--- src/rtl/mme_pkg.sv ---
`default_nettype none

package mme_pkg;

    localparam int DIM_W     = 7;
    localparam int IN_IDX_W  = 6;
    localparam int VAL_W     = 16;
    localparam int ACC_W     = 40;
    localparam int COL_W     = 6;
    localparam int STATUS_W  = 2;
    localparam int REQ_W     = 2;
    localparam int CFG_IDX_W = 2;

    localparam logic [REQ_W-1:0] REQ_WR_A = 2'd0;
    localparam logic [REQ_W-1:0] REQ_WR_B = 2'd1;
    localparam logic [REQ_W-1:0] REQ_ELEM = 2'd2;
    localparam logic [REQ_W-1:0] REQ_ROW  = 2'd3;

    localparam logic [STATUS_W-1:0] ST_OK       = 2'd0;
    localparam logic [STATUS_W-1:0] ST_MISMATCH = 2'd1;
    localparam logic [STATUS_W-1:0] ST_RANGE    = 2'd2;

    localparam logic [CFG_IDX_W-1:0] CFG_A_ROWS = 2'd0;
    localparam logic [CFG_IDX_W-1:0] CFG_A_COLS = 2'd1;
    localparam logic [CFG_IDX_W-1:0] CFG_B_ROWS = 2'd2;
    localparam logic [CFG_IDX_W-1:0] CFG_B_COLS = 2'd3;

    localparam logic [DIM_W-1:0] DIM_RESET = 7'd64;

    typedef struct packed {
        logic [DIM_W-1:0] a_rows;
        logic [DIM_W-1:0] a_cols;
        logic [DIM_W-1:0] b_rows;
        logic [DIM_W-1:0] b_cols;
    } dims_t;

    typedef struct packed {
        logic issue;
        logic clear;
    } mac_ctrl_t;

endpackage

`default_nettype wire

--- src/rtl/mme_mac.sv ---
`default_nettype none

module mme_mac #(
    parameter int ELEM_WIDTH = 16
) (
    input  wire logic                          clk,
    input  wire logic                          rst_n,
    input  wire mme_pkg::mac_ctrl_t            ctrl,
    input  wire logic signed [ELEM_WIDTH-1:0]  a_data,
    input  wire logic signed [ELEM_WIDTH-1:0]  b_data,
    output logic [mme_pkg::ACC_W-1:0]          acc,
    output logic                               busy
);

    localparam int PROD_W = 2 * ELEM_WIDTH;
    localparam int EXT_W  = (PROD_W > mme_pkg::ACC_W) ? PROD_W : mme_pkg::ACC_W;

    logic                        data_v_reg;
    logic                        prod_v_reg;
    logic signed [PROD_W-1:0]    prod_reg;
    logic signed [EXT_W-1:0]     prod_ext;
    logic [mme_pkg::ACC_W-1:0]   acc_reg;
    logic [mme_pkg::ACC_W-1:0]   acc_next;

    assign prod_ext = EXT_W'(prod_reg);

    always_comb
    begin
        acc_next = acc_reg;
        if (ctrl.clear)
        begin
            acc_next = '0;
        end
        else if (prod_v_reg)
        begin
            acc_next = acc_reg + prod_ext[mme_pkg::ACC_W-1:0];
        end
    end

    always_ff @(posedge clk or negedge rst_n)
    begin
        if (!rst_n)
        begin
            data_v_reg <= 1'b0;
            prod_v_reg <= 1'b0;
        end
        else
        begin
            data_v_reg <= ctrl.issue;
            prod_v_reg <= data_v_reg;
        end
    end

    always_ff @(posedge clk)
    begin
        prod_reg <= a_data * b_data;
        acc_reg  <= acc_next;
    end

    assign acc  = acc_reg;
    assign busy = data_v_reg | prod_v_reg;

endmodule

`default_nettype wire

--- config.mk ---
export PLATFORM = sky130hd
export DESIGN_NAME = mme_mac
export DESIGN_NICKNAME = d
export VERILOG_FILES = /design/src/rtl/mme_pkg.sv /design/src/rtl/mme_mac.sv
export SDC_FILE = /design/constraint.sdc
export NUM_CORES = 1
export LEC_CHECK = 0
export BUFFER_PORTS_ARGS = -buffer_cell sky130_fd_sc_hd__buf_2
export CORE_ASPECT_RATIO = 1.2
export CORE_MARGIN = 4
export CORE_UTILIZATION = 45
export DETAILED_ROUTE_END_ITERATION = 8
export HOLD_SLACK_MARGIN = 0.03
export PLACE_DENSITY = 0.67
export SLEW_MARGIN = 40
export SYNTH_ARGS = -nofsm -noshare
export SYNTH_HDL_FRONTEND = slang
export SYNTH_SLANG_ARGS = --single-unit
--- constraint.sdc ---
create_clock -name clk -period 7.86 [get_ports clk]
set_input_delay 0.393 -clock clk [delete_from_list [all_inputs] [get_ports clk]]
set_output_delay 0.393 -clock clk [all_outputs]
set_load 0.005 [all_outputs]
==> metrics.txt <==
cts repair resizes=0; share of layout cells above drive strength 1=6.78%; CTS root buffer=clkbuf_16; most common cell after layout, fill and taps aside=inv_1; actual slew at the worst max-slew pin=0.605 ns; source of the worst hold timing path=ctrl[1]; count of unresolved DRC violations after routing=0; final worst hold slack=0.151 ns; I/O pin total=between 70 and 80; sequential cell area fraction in the yosys report=10.7%; register bit count reported by yosys=74; worst r2r path cells=13; class of the most critical setup path=input pin to register; initial standard-cell utilization of the core=between 40% and 50%; max-capacitance violation count=0; synthesized netlist cell count=1538; Netlist cell types=67; Worst slew margin=about three fifths; placeable core region=30500 µm²; H-tree levels=3; global router's overall resource usage=19.8%; layout overhead on the synthesized area=7.17%; maximum achievable frequency=162 MHz; number of pins with negative max-slew slack in the final report=0; setup TNS=0 ns; count of buffer and inverter cells on the critical path=4; RSZ-0062 raised after global routing=false; vias per std cell=5.36; maximum number of pins on one net before global-route repair=47; crit-path leading delay family=adder cells; critical path's largest stage delay=0.74 ns; Arr. time, crit path=6.44 ns; post-CTS clock slew at the launch and capture registers of the worst setup and hold paths=roughly 0.060 ns; FF-to-FF Start=acc[0]; maximum clock path buffer count=2; CP Launch Point=b_data[1]; setup skew after layout=0.00732 ns; number of nets in the final layout=1994; Synth Net Count=1958; number of sinks driven by the clock tree=74; Final Hold Fails=0; antenna-violating nets left=0; CP max-delay cell=fa_1; Routability Congestion=0.858; initial DRC count=670; time the worst path needs with I/O delays and setup=around 6 ns; Req. time, crit path=roughly 8.1 ns; share of the cycle needed by the critical path after routing=78.7%; ANT cells=0; kind of start point of the critical path=input pin; die footprint=33900 µm²; wire per inst=16.5 µm; number of cell rows=70; Remaining Overflow, GRT=0; core occupancy in the finished layout=49.0%; final wirelength=about 33 mm; clock buffers created by TritonCTS=9; most used flip-flop cell after synthesis=dfxtp_1; critical-path cell list=buf_2, nand2_1, inv_1, fa_1, fa_1, fa_1, fa_1, fa_1, inv_1, fa_1, inv_1, ha_1, a21o_1, a21o_1, a21o_1, a21oi_1, o21ai_0, a311oi_1, o21ai_1, a21o_1, a21oi_1, xnor2_1; leading cell types in the layout, fill and taps excluded=inv_1 (293), fa_1 (263), nand2_1 (144); outcome=complete, no violations; WHS Path Cells=1; HPWL after detailed placement=26.4 mm; TritonCTS clock tree=done; reg2reg setup slack=around 4.2 ns; floorplan die height=201 µm; async set-reset flop share out of synthesis=2.70%; I/O Buffers=76; EDFF count, synth=0; netlist area before placement=approximately 14000 µm²; clock latency reported for the late side of the worst-skew pair=0.35 ns; endpoint kind of the worst setup timing path=register; filler instances=2937; number of flip-flops in the largest register=40; vias in the first global route=11200; number of iterations in the first detailed-routing pass=6; total via count after detailed routing=10600; Synth Warn #=0; global-route wire length before repair=54.7 mm; worst hold endpoint=data_v_reg; die boundary width=169 µm; reg-to-reg critical path endpoint=acc[34]; Hold Crit Class=input pin to register; Final setup violation count=0; Synth Area per Inst=9.06 µm²; initial antenna violation count=1; top fanout value on the critical path=16; most common cell type on the critical path=fa_1
==> metrics by stage <==
stage	cells	cell area [µm²]	worst slack [ns]
detailed placement	1958	14600	1.36
finish	1975	14900	1.68
global placement	1958	14600	1.49
CTS	1975	14900	1.71
global route	1975	14900	1.35
floorplan	1538	13900	1.82
==> cell type report <==
type | count | area (µm²) | area share (%)
clock inverters | 7 | 76.3 | 0.511
flip-flops and latches | 74 | 1490 | 9.99
inverters | 295 | 1110 | 7.41
repair buffers | 78 | 400 | 2.68
multi-input cells | 1116 | 11100 | 74.6
well taps | 396 | 495 | 3.32
clock buffers | 9 | 225 | 1.51
==> per-layer routing <==
| metal | track usage, % | vias to the layer above | wire length (µm) |
|---|---|---|---|
| met1 | 24.0 | 5341 | 13000 |
| met2 | 36.0 | 252 | 17200 |
| li1 | - | 4914 | - |
| met3 | 2.32 | 71 | 1280 |
| met5 | 0 | - | 0 |
| met4 | 6.67 | 0 | 1080 |
==> synthesized netlist by cell type (3+ instances only) <==
cell type  instances  area share (%)
inv_1            294             7.9
fa_1             263              38
nand2_1          144             3.9
and2_1           125             5.6
ha_1             121              11
nor2_1            81             2.2
dfxtp_1           72              10
a21oi_1           60             2.2
clkbuf_1          51             1.4
xnor2_1           41             2.6
a21o_1            38             2.0
o21ai_0           24            0.86
mux2i_1           21             1.5
nor3_1            17            0.61
nand3_1           15            0.54
xor2_1            14            0.88
o21a_1            12            0.65
nor2b_1           11            0.49
nand2b_1          10            0.45
and3_1             9            0.40
o21bai_1           9            0.48
a211oi_1           8            0.43
a31oi_1            8            0.36
o21ai_1            7            0.25
o211ai_1           6            0.32
nand4_1            5            0.22
o31ai_1            5            0.27
a311o_1            4            0.29
o311ai_1           4            0.25
or4_1              4            0.22
a22oi_1            3            0.16
a311oi_1           3            0.19
or2_2              3            0.13
==> cell families after synthesis <==
kind of cell,synth area share [%]
AND/OR/NAND/NOR,15.6
XOR/XNOR,3.46
flip-flops,10.7
adder cells (fa/ha/maj),48.6
buffers and inverters,9.37
AO/OA/AOI/OAI,10.7
multiplexers,1.62
==> how the worst max path moves through the flow <==
stage	cells after the start	endpoint	slack, ns
2_1_floorplan	23	prod_reg[31]	1.82
3_3_place_gp	22	prod_reg[31]	1.49
3_5_place_dp	22	prod_reg[31]	1.36
4_1_cts	22	prod_reg[31]	1.71
5_1_grt	22	prod_reg[31]	1.35
6_report	22	prod_reg[31]	1.68
==> repair_timing <==
item,CTS,global route
endpoints found under the hold margin,2,0
setup buffers,0,0
hold buffers,1,0
Power is not shown: default switching activity piles up to over one toggle a cycle in this logic, so the estimate is an artifact.
