`config.mk`:
```
export PLATFORM = sky130hd
export DESIGN_NAME = mme_seq
export DESIGN_NICKNAME = d
export VERILOG_FILES = /design/src/rtl/mme_pkg.sv /design/src/rtl/mme_seq.sv
export SDC_FILE = /design/constraint.sdc
export NUM_CORES = 1
export LEC_CHECK = 0
export BUFFER_PORTS_ARGS = -buffer_cell sky130_fd_sc_hd__clkbuf_2
export CELL_PAD_IN_SITES_DETAIL_PLACEMENT = 1
export CELL_PAD_IN_SITES_GLOBAL_PLACEMENT = 1
export CORE_MARGIN = 3
export CORE_UTILIZATION = 30
export CTS_CLUSTER_DIAMETER = 120
export DETAILED_ROUTE_END_ITERATION = 12
export PLACE_DENSITY = 0.74
export SYNTH_ARGS = -nofsm -noshare
export SYNTH_HDL_FRONTEND = slang
export SYNTH_SLANG_ARGS = --single-unit
export TNS_END_PERCENT = 50
```
`constraint.sdc`:
```
create_clock -name clk -period 10.3 [get_ports clk]
set_clock_uncertainty 0.05 [all_clocks]
set_input_delay 0 -clock clk [delete_from_list [all_inputs] [get_ports clk]]
set_output_delay 0 -clock clk [all_outputs]
set_load 0.02 [all_outputs]
```
`src/rtl/mme_pkg.sv`:
```
`default_nettype none

package mme_pkg;

    localparam int DIM_W     = 7;
    localparam int IN_IDX_W  = 6;
    localparam int VAL_W     = 16;
    localparam int ACC_W     = 40;
    localparam int COL_W     = 6;
    localparam int STATUS_W  = 2;
    localparam int REQ_W     = 2;
    localparam int CFG_IDX_W = 2;

    localparam logic [REQ_W-1:0] REQ_WR_A = 2'd0;
    localparam logic [REQ_W-1:0] REQ_WR_B = 2'd1;
    localparam logic [REQ_W-1:0] REQ_ELEM = 2'd2;
    localparam logic [REQ_W-1:0] REQ_ROW  = 2'd3;

    localparam logic [STATUS_W-1:0] ST_OK       = 2'd0;
    localparam logic [STATUS_W-1:0] ST_MISMATCH = 2'd1;
    localparam logic [STATUS_W-1:0] ST_RANGE    = 2'd2;

    localparam logic [CFG_IDX_W-1:0] CFG_A_ROWS = 2'd0;
    localparam logic [CFG_IDX_W-1:0] CFG_A_COLS = 2'd1;
    localparam logic [CFG_IDX_W-1:0] CFG_B_ROWS = 2'd2;
    localparam logic [CFG_IDX_W-1:0] CFG_B_COLS = 2'd3;

    localparam logic [DIM_W-1:0] DIM_RESET = 7'd64;

    typedef struct packed {
        logic [DIM_W-1:0] a_rows;
        logic [DIM_W-1:0] a_cols;
        logic [DIM_W-1:0] b_rows;
        logic [DIM_W-1:0] b_cols;
    } dims_t;

    typedef struct packed {
        logic issue;
        logic clear;
    } mac_ctrl_t;

endpackage

`default_nettype wire

```
`src/rtl/mme_seq.sv`:
```
`default_nettype none

module mme_seq #(
    parameter int MAX_DIM    = 64,
    parameter int ELEM_WIDTH = 16
) (
    input  wire logic                                clk,
    input  wire logic                                rst_n,
    input  wire mme_pkg::dims_t                      dims,
    input  wire logic                                in_valid,
    output logic                                     in_ready,
    input  wire logic [mme_pkg::REQ_W-1:0]           req_type,
    input  wire logic [mme_pkg::IN_IDX_W-1:0]        row_index,
    input  wire logic [mme_pkg::IN_IDX_W-1:0]        col_index,
    input  wire logic signed [mme_pkg::VAL_W-1:0]    value,
    output mme_pkg::mac_ctrl_t                       mac_ctrl,
    input  wire logic                                mac_busy,
    input  wire logic [mme_pkg::ACC_W-1:0]           acc,
    output logic                                     a_we,
    output logic                                     b_we,
    output logic [2*$clog2(MAX_DIM)-1:0]             waddr,
    output logic [ELEM_WIDTH-1:0]                    wdata,
    output logic [2*$clog2(MAX_DIM)-1:0]             a_raddr,
    output logic [2*$clog2(MAX_DIM)-1:0]             b_raddr,
    output logic                                     out_valid,
    input  wire logic                                out_ready,
    output logic signed [mme_pkg::ACC_W-1:0]         product_value,
    output logic [mme_pkg::COL_W-1:0]                out_col,
    output logic                                     last,
    output logic [mme_pkg::STATUS_W-1:0]             status
);

    localparam int IDX_W = $clog2(MAX_DIM);
    localparam int CMP_W = ($clog2(MAX_DIM + 1) > mme_pkg::DIM_W)
                           ? $clog2(MAX_DIM + 1) : mme_pkg::DIM_W;
    localparam int VW    = (ELEM_WIDTH < mme_pkg::VAL_W) ? ELEM_WIDTH : mme_pkg::VAL_W;
    localparam logic [CMP_W-1:0] MAX_C = CMP_W'(MAX_DIM);

    typedef enum logic [2:0] {
        S_IDLE  = 3'b001,
        S_MAC   = 3'b010,
        S_DRAIN = 3'b100
    } state_t;

    state_t                          state_reg, state_next;
    logic [IDX_W-1:0]                row_reg, row_next;
    logic [IDX_W-1:0]                col_reg, col_next;
    logic [IDX_W-1:0]                k_reg, k_next;
    logic [mme_pkg::COL_W-1:0]       req_col_reg, req_col_next;
    logic                            is_row_reg, is_row_next;
    logic [mme_pkg::STATUS_W-1:0]    st_reg, st_next;
    logic                            ov_reg, ov_next;
    logic [mme_pkg::ACC_W-1:0]       prod_out_reg, prod_out_next;
    logic [mme_pkg::COL_W-1:0]       ocol_reg, ocol_next;
    logic                            last_reg, last_next;

    logic [CMP_W-1:0] eff_a_rows, eff_a_cols, eff_b_rows, eff_b_cols;
    logic [CMP_W-1:0] row_c, col_c;
    logic             k_last, col_last, res_last, slot_free, mismatch, range_err, is_row_req;

    assign row_c = CMP_W'(row_index);
    assign col_c = CMP_W'(col_index);

    assign eff_a_rows = (CMP_W'(dims.a_rows) > MAX_C) ? MAX_C : CMP_W'(dims.a_rows);
    assign eff_a_cols = (CMP_W'(dims.a_cols) > MAX_C) ? MAX_C : CMP_W'(dims.a_cols);
    assign eff_b_rows = (CMP_W'(dims.b_rows) > MAX_C) ? MAX_C : CMP_W'(dims.b_rows);
    assign eff_b_cols = (CMP_W'(dims.b_cols) > MAX_C) ? MAX_C : CMP_W'(dims.b_cols);

    assign k_last    = (CMP_W'(k_reg) + CMP_W'(1)) == eff_a_cols;
    assign col_last  = (CMP_W'(col_reg) + CMP_W'(1)) == eff_b_cols;
    assign res_last  = (st_reg != mme_pkg::ST_OK) || !is_row_reg || col_last;
    assign slot_free = !ov_reg || out_ready;

    assign is_row_req = (req_type == mme_pkg::REQ_ROW);
    assign mismatch   = (dims.a_cols != dims.b_rows);
    assign range_err  = (row_c >= eff_a_rows) ||
                        (is_row_req ? (eff_b_cols == '0) : (col_c >= eff_b_cols));

    assign waddr   = {IDX_W'(row_index), IDX_W'(col_index)};
    assign wdata   = ELEM_WIDTH'($signed(value[VW-1:0]));
    assign a_raddr = {row_reg, k_reg};
    assign b_raddr = {k_reg, col_reg};

    assign in_ready = (state_reg == S_IDLE);

    always_comb
    begin
        state_next    = state_reg;
        row_next      = row_reg;
        col_next      = col_reg;
        k_next        = k_reg;
        req_col_next  = req_col_reg;
        is_row_next   = is_row_reg;
        st_next       = st_reg;
        ov_next       = ov_reg && !out_ready;
        prod_out_next = prod_out_reg;
        ocol_next     = ocol_reg;
        last_next     = last_reg;
        mac_ctrl      = '0;
        a_we          = 1'b0;
        b_we          = 1'b0;

        unique case (state_reg)
            S_IDLE:
            begin
                if (in_valid)
                begin
                    unique case (req_type) inside
                        mme_pkg::REQ_WR_A:
                        begin
                            a_we = (row_c < eff_a_rows) && (col_c < eff_a_cols);
                        end
                        mme_pkg::REQ_WR_B:
                        begin
                            b_we = (row_c < eff_b_rows) && (col_c < eff_b_cols);
                        end
                        mme_pkg::REQ_ELEM, mme_pkg::REQ_ROW:
                        begin
                            row_next       = IDX_W'(row_index);
                            is_row_next    = is_row_req;
                            req_col_next   = col_index;
                            col_next       = is_row_req ? '0 : IDX_W'(col_index);
                            k_next         = '0;
                            mac_ctrl.clear = 1'b1;
                            if (mismatch)
                            begin
                                st_next    = mme_pkg::ST_MISMATCH;
                                state_next = S_DRAIN;
                            end
                            else if (range_err)
                            begin
                                st_next    = mme_pkg::ST_RANGE;
                                state_next = S_DRAIN;
                            end
                            else
                            begin
                                st_next    = mme_pkg::ST_OK;
                                state_next = (eff_a_cols == '0) ? S_DRAIN : S_MAC;
                            end
                        end
                        default:
                        begin
                        end
                    endcase
                end
            end
            S_MAC:
            begin
                mac_ctrl.issue = 1'b1;
                k_next         = k_reg + IDX_W'(1);
                if (k_last)
                begin
                    state_next = S_DRAIN;
                end
            end
            S_DRAIN:
            begin
                if (!mac_busy && slot_free)
                begin
                    ov_next       = 1'b1;
                    prod_out_next = acc;
                    ocol_next     = is_row_reg ? mme_pkg::COL_W'(col_reg) : req_col_reg;
                    last_next     = res_last;
                    if (res_last)
                    begin
                        state_next = S_IDLE;
                    end
                    else
                    begin
                        col_next       = col_reg + IDX_W'(1);
                        k_next         = '0;
                        mac_ctrl.clear = 1'b1;
                        state_next     = (eff_a_cols == '0) ? S_DRAIN : S_MAC;
                    end
                end
            end
            default:
            begin
                state_next = S_IDLE;
            end
        endcase
    end

    always_ff @(posedge clk or negedge rst_n)
    begin
        if (!rst_n)
        begin
            state_reg <= S_IDLE;
            ov_reg    <= 1'b0;
        end
        else
        begin
            state_reg <= state_next;
            ov_reg    <= ov_next;
        end
    end

    always_ff @(posedge clk)
    begin
        row_reg      <= row_next;
        col_reg      <= col_next;
        k_reg        <= k_next;
        req_col_reg  <= req_col_next;
        is_row_reg   <= is_row_next;
        st_reg       <= st_next;
        prod_out_reg <= prod_out_next;
        ocol_reg     <= ocol_next;
        last_reg     <= last_next;
    end

    // status of the held result tracks the request that produced it
    logic [mme_pkg::STATUS_W-1:0] st_out_reg;

    always_ff @(posedge clk)
    begin
        if (state_reg == S_DRAIN && !mac_busy && slot_free)
        begin
            st_out_reg <= st_reg;
        end
    end

    assign out_valid     = ov_reg;
    assign product_value = $signed(prod_out_reg);
    assign out_col       = ocol_reg;
    assign last          = last_reg;
    assign status        = st_out_reg;

endmodule

`default_nettype wire

```
==> run_results.csv <==
group,metric,value,unit
layout,diodes,0,
timing,maxSlewHeadroom,20.1,%
clocking,clockRootBuffer,"clkbuf_16",
placement,place_hpwl,10.6,mm
timing,final.period_utilization,30.7,%
synthesis,yosysWarningCount,0,
routing,via_per_inst,4.81,
placement,placement.io_buffers,177,
critical_path,crit_type,"register to register",
placement,dp_cells,676,
synthesis,synth_top_area_share,52.9,%
die,start_util,30.8,%
clocking,cts_max_level,3,
global_route,grt_first_pass_wirelength,21.5,mm
critical_path,start_kind,"register",
placement,place_area,5150,um^2
clocking,cts_buffer_depth,2,
synthesis,yosys_register_bits,80,
layout,nNetsFinal,705,
synthesis,syn_area_per_cell,12.0,um^2
die,dieArea,15900,um^2
die,die_w,126,um
global_route,track_usage,17.3,%
global_route,antenna_found_initial,0,
layout,fin_area,6160,um^2
timing,min_period,3.17,ns
die,dieHeight,126,um
critical_path,endpoint_kind,"register",
layout,fin_cells,763,
power_and_ir_drop,cellPowerDensity,156,nW/um^2
synthesis,synth.largest_area_cell,"edfxtp_1",
synthesis,synthArstFlopShare,5.00,%
timing,maxSlewViolCount,0,
critical_path,crit_fanout,9,
run_status,status,"completed",
routing,num_vias,3667,
synthesis,syn_area,4310,um^2
die,rows,43,
die,pin_count,210,
global_route,first_global_vias,3888,
synthesis,syn_inst,360,
synthesis,synth_top_cells_by_area,"edfxtp_1 (53%), ha_1 (7.0%), buf_4 (5.9%)",
layout,multiInputGateArea,1620,um^2
synthesis,synth.distinct_cells,49,
routing,wl_per_cell,18.3,um
synthesis,synth_edf_count,76,
timing,fin_hold_ws,0.00606,ns
routing,drtAntennaViolNets,0,
clocking,clkTransAtPathRegs,0.06,ns
clocking,clkSinkCount,80,
clocking,cts_tree,"yes",
clocking,numCtsBuffers,9,
timing,max_freq,0.316,GHz
layout,seq_area,2380,um^2
synthesis,syn_nets,487,
layout,drive_gt1_share,35.2,%
routing,finalWirelength,13.9,mm
timing,finalSetupViolCount,0,
routing,drc,0,
timing,rsz0062_at_grt,"no",
layout,final_common_cell,"clkbuf_2",
routing,drt_first_pass_iters,4,
global_route,grt_overflow,0,
job,maxCapViolCount,0,
layout,layout_common_cells,"clkbuf_2 (177), edfxtp_1 (76), dlygate4sd3_1 (71), nor2_1 (29), ha_1 (24)",
power_and_ir_drop,p_leak,0.00263,uW
synthesis,seq_area_frac_synth,55.2,%
timing,tns,0,ns
layout,area_delta_synth_final,42.8,%
layout,fillers,1525,
critical_path,arrival,3.07,ns
hold_path,hp-class,"input port to register",
placement,gp_congestion,0.841,
power_and_ir_drop,vdd_ir_drop_max,0.0664,mV
synthesis,ys.flop_type,"edfxtp_1",
critical_path,crit_required,10.21,ns
global_route,grt_max_degree,47,
die,coreArea,14000,um^2
layout,largest_reg_flops,40,
clocking,clock_latency,0.34,ns
routing,drtIter0Drc,235,
timing,hold_viol_final,0,
clocking,ctsResizeCount,0,
timing,worst_pin_slew,1.18,ns
## synth_stat cells (4+ instances only)
| library cell | n |
|---|---|
| o21ai_0 | 15 |
| a21o_1 | 11 |
| xor2_1 | 8 |
| a21oi_1 | 9 |
| inv_1 | 9 |
| mux2_2 | 7 |
| nand3_1 | 16 |
| clkbuf_1 | 8 |
| nand4b_1 | 4 |
| nor3_1 | 10 |
| xnor2_1 | 11 |
| nor4_1 | 4 |
| nor2b_1 | 5 |
| ha_1 | 24 |
| nor2_1 | 29 |
| buf_4 | 34 |
| nand2b_1 | 23 |
| edfxtp_1 | 76 |
| nand2_1 | 11 |
## worst max-delay path, cell delays in order (launching register included)
cell and delay [ns]:
edfxtp_1 0.51, ha_1 0.29, nand3_1 0.12, xor2_1 0.26, nand2_1 0.10, a31oi_1 0.25, o31ai_2 0.18, o41ai_1 1.02
## power by group
group | switching, uW | internal, uW
Sequential | 23.8 | 378
Combinational | 137 | 99.3
Clock | 131 | 189
## area by class of cell
class	instances	share of cell area [%]
clock buffers	10	3.72
clock inverters	6	1.10
inverters	9	0.548
multi-input cells	229	26.2
flip-flops and latches	80	38.7
well taps	180	3.66
repair buffers	249	26.0
## cell families (layout without fill, tap and decap cells)
kind of cell / after synthesis / count (layout) / share of synthesized area [%]
XOR/XNOR: 20 / 20 / 4.41
flip-flops: 80 / 80 / 55.2
AND/OR/NAND/NOR: 119 / 119 / 14.9
adder cells (fa/ha/maj): 24 / 24 / 6.96
AO/OA/AOI/OAI: 58 / 58 / 9.02
multiplexers: 8 / 8 / 2.06
buffers and inverters: 51 / 274 / 7.40
## metal layers
metal | GRT usage, % | vias up | part of all wire [%]
met5 | 0 | - | 0
met1 | 21.1 | 1733 | 42
li1 | - | 1736 | -
met3 | 3.94 | 13 | 7.4
met2 | 30.2 | 185 | 49
met4 | 5.74 | 0 | 1.4
## worst paths after layout
check                           depth (start not counted)               startpoint  slack (ns)                  endpoint
worst max-delay path                                    7     col_reg[0]$_DFFE_PP_        7.13      col_reg[5]$_DFFE_PP_
worst min-delay path                                    3                out_ready       0.006       out_valid$_DFF_PN0_
worst max register to register                          7     col_reg[0]$_DFFE_PP_        7.13      col_reg[5]$_DFFE_PP_
worst min register to register                          0  st_reg[1]$_SDFFCE_PP0P_        0.44       status[1]$_DFFE_PP_
max in group asynchronous                               3                    rst_n        9.50       out_valid$_DFF_PN0_
min in group asynchronous                               2                    rst_n        0.11  state_reg[0]$_DFFE_PN1P_
## timing repair
item,in CTS,in global routing
hold buffers,71,0
endpoints found under the setup margin,0,0
setup buffers,0,0
endpoints found under the hold margin,73,0
## through the flow
step / setup slack (ns) / total power [uW] / utilization (%)
after CTS: 7.15 / 969 / 44.0
after detailed placement: 7.17 / 621 / 36.8
after global routing: 6.83 / 1010 / 44.0
final: 7.13 / 958 / 44.0
after floorplan: 5.48 / 563 / -
after global placement: 7.36 / 610 / 36.8
Power figures use the tool's default switching activity.
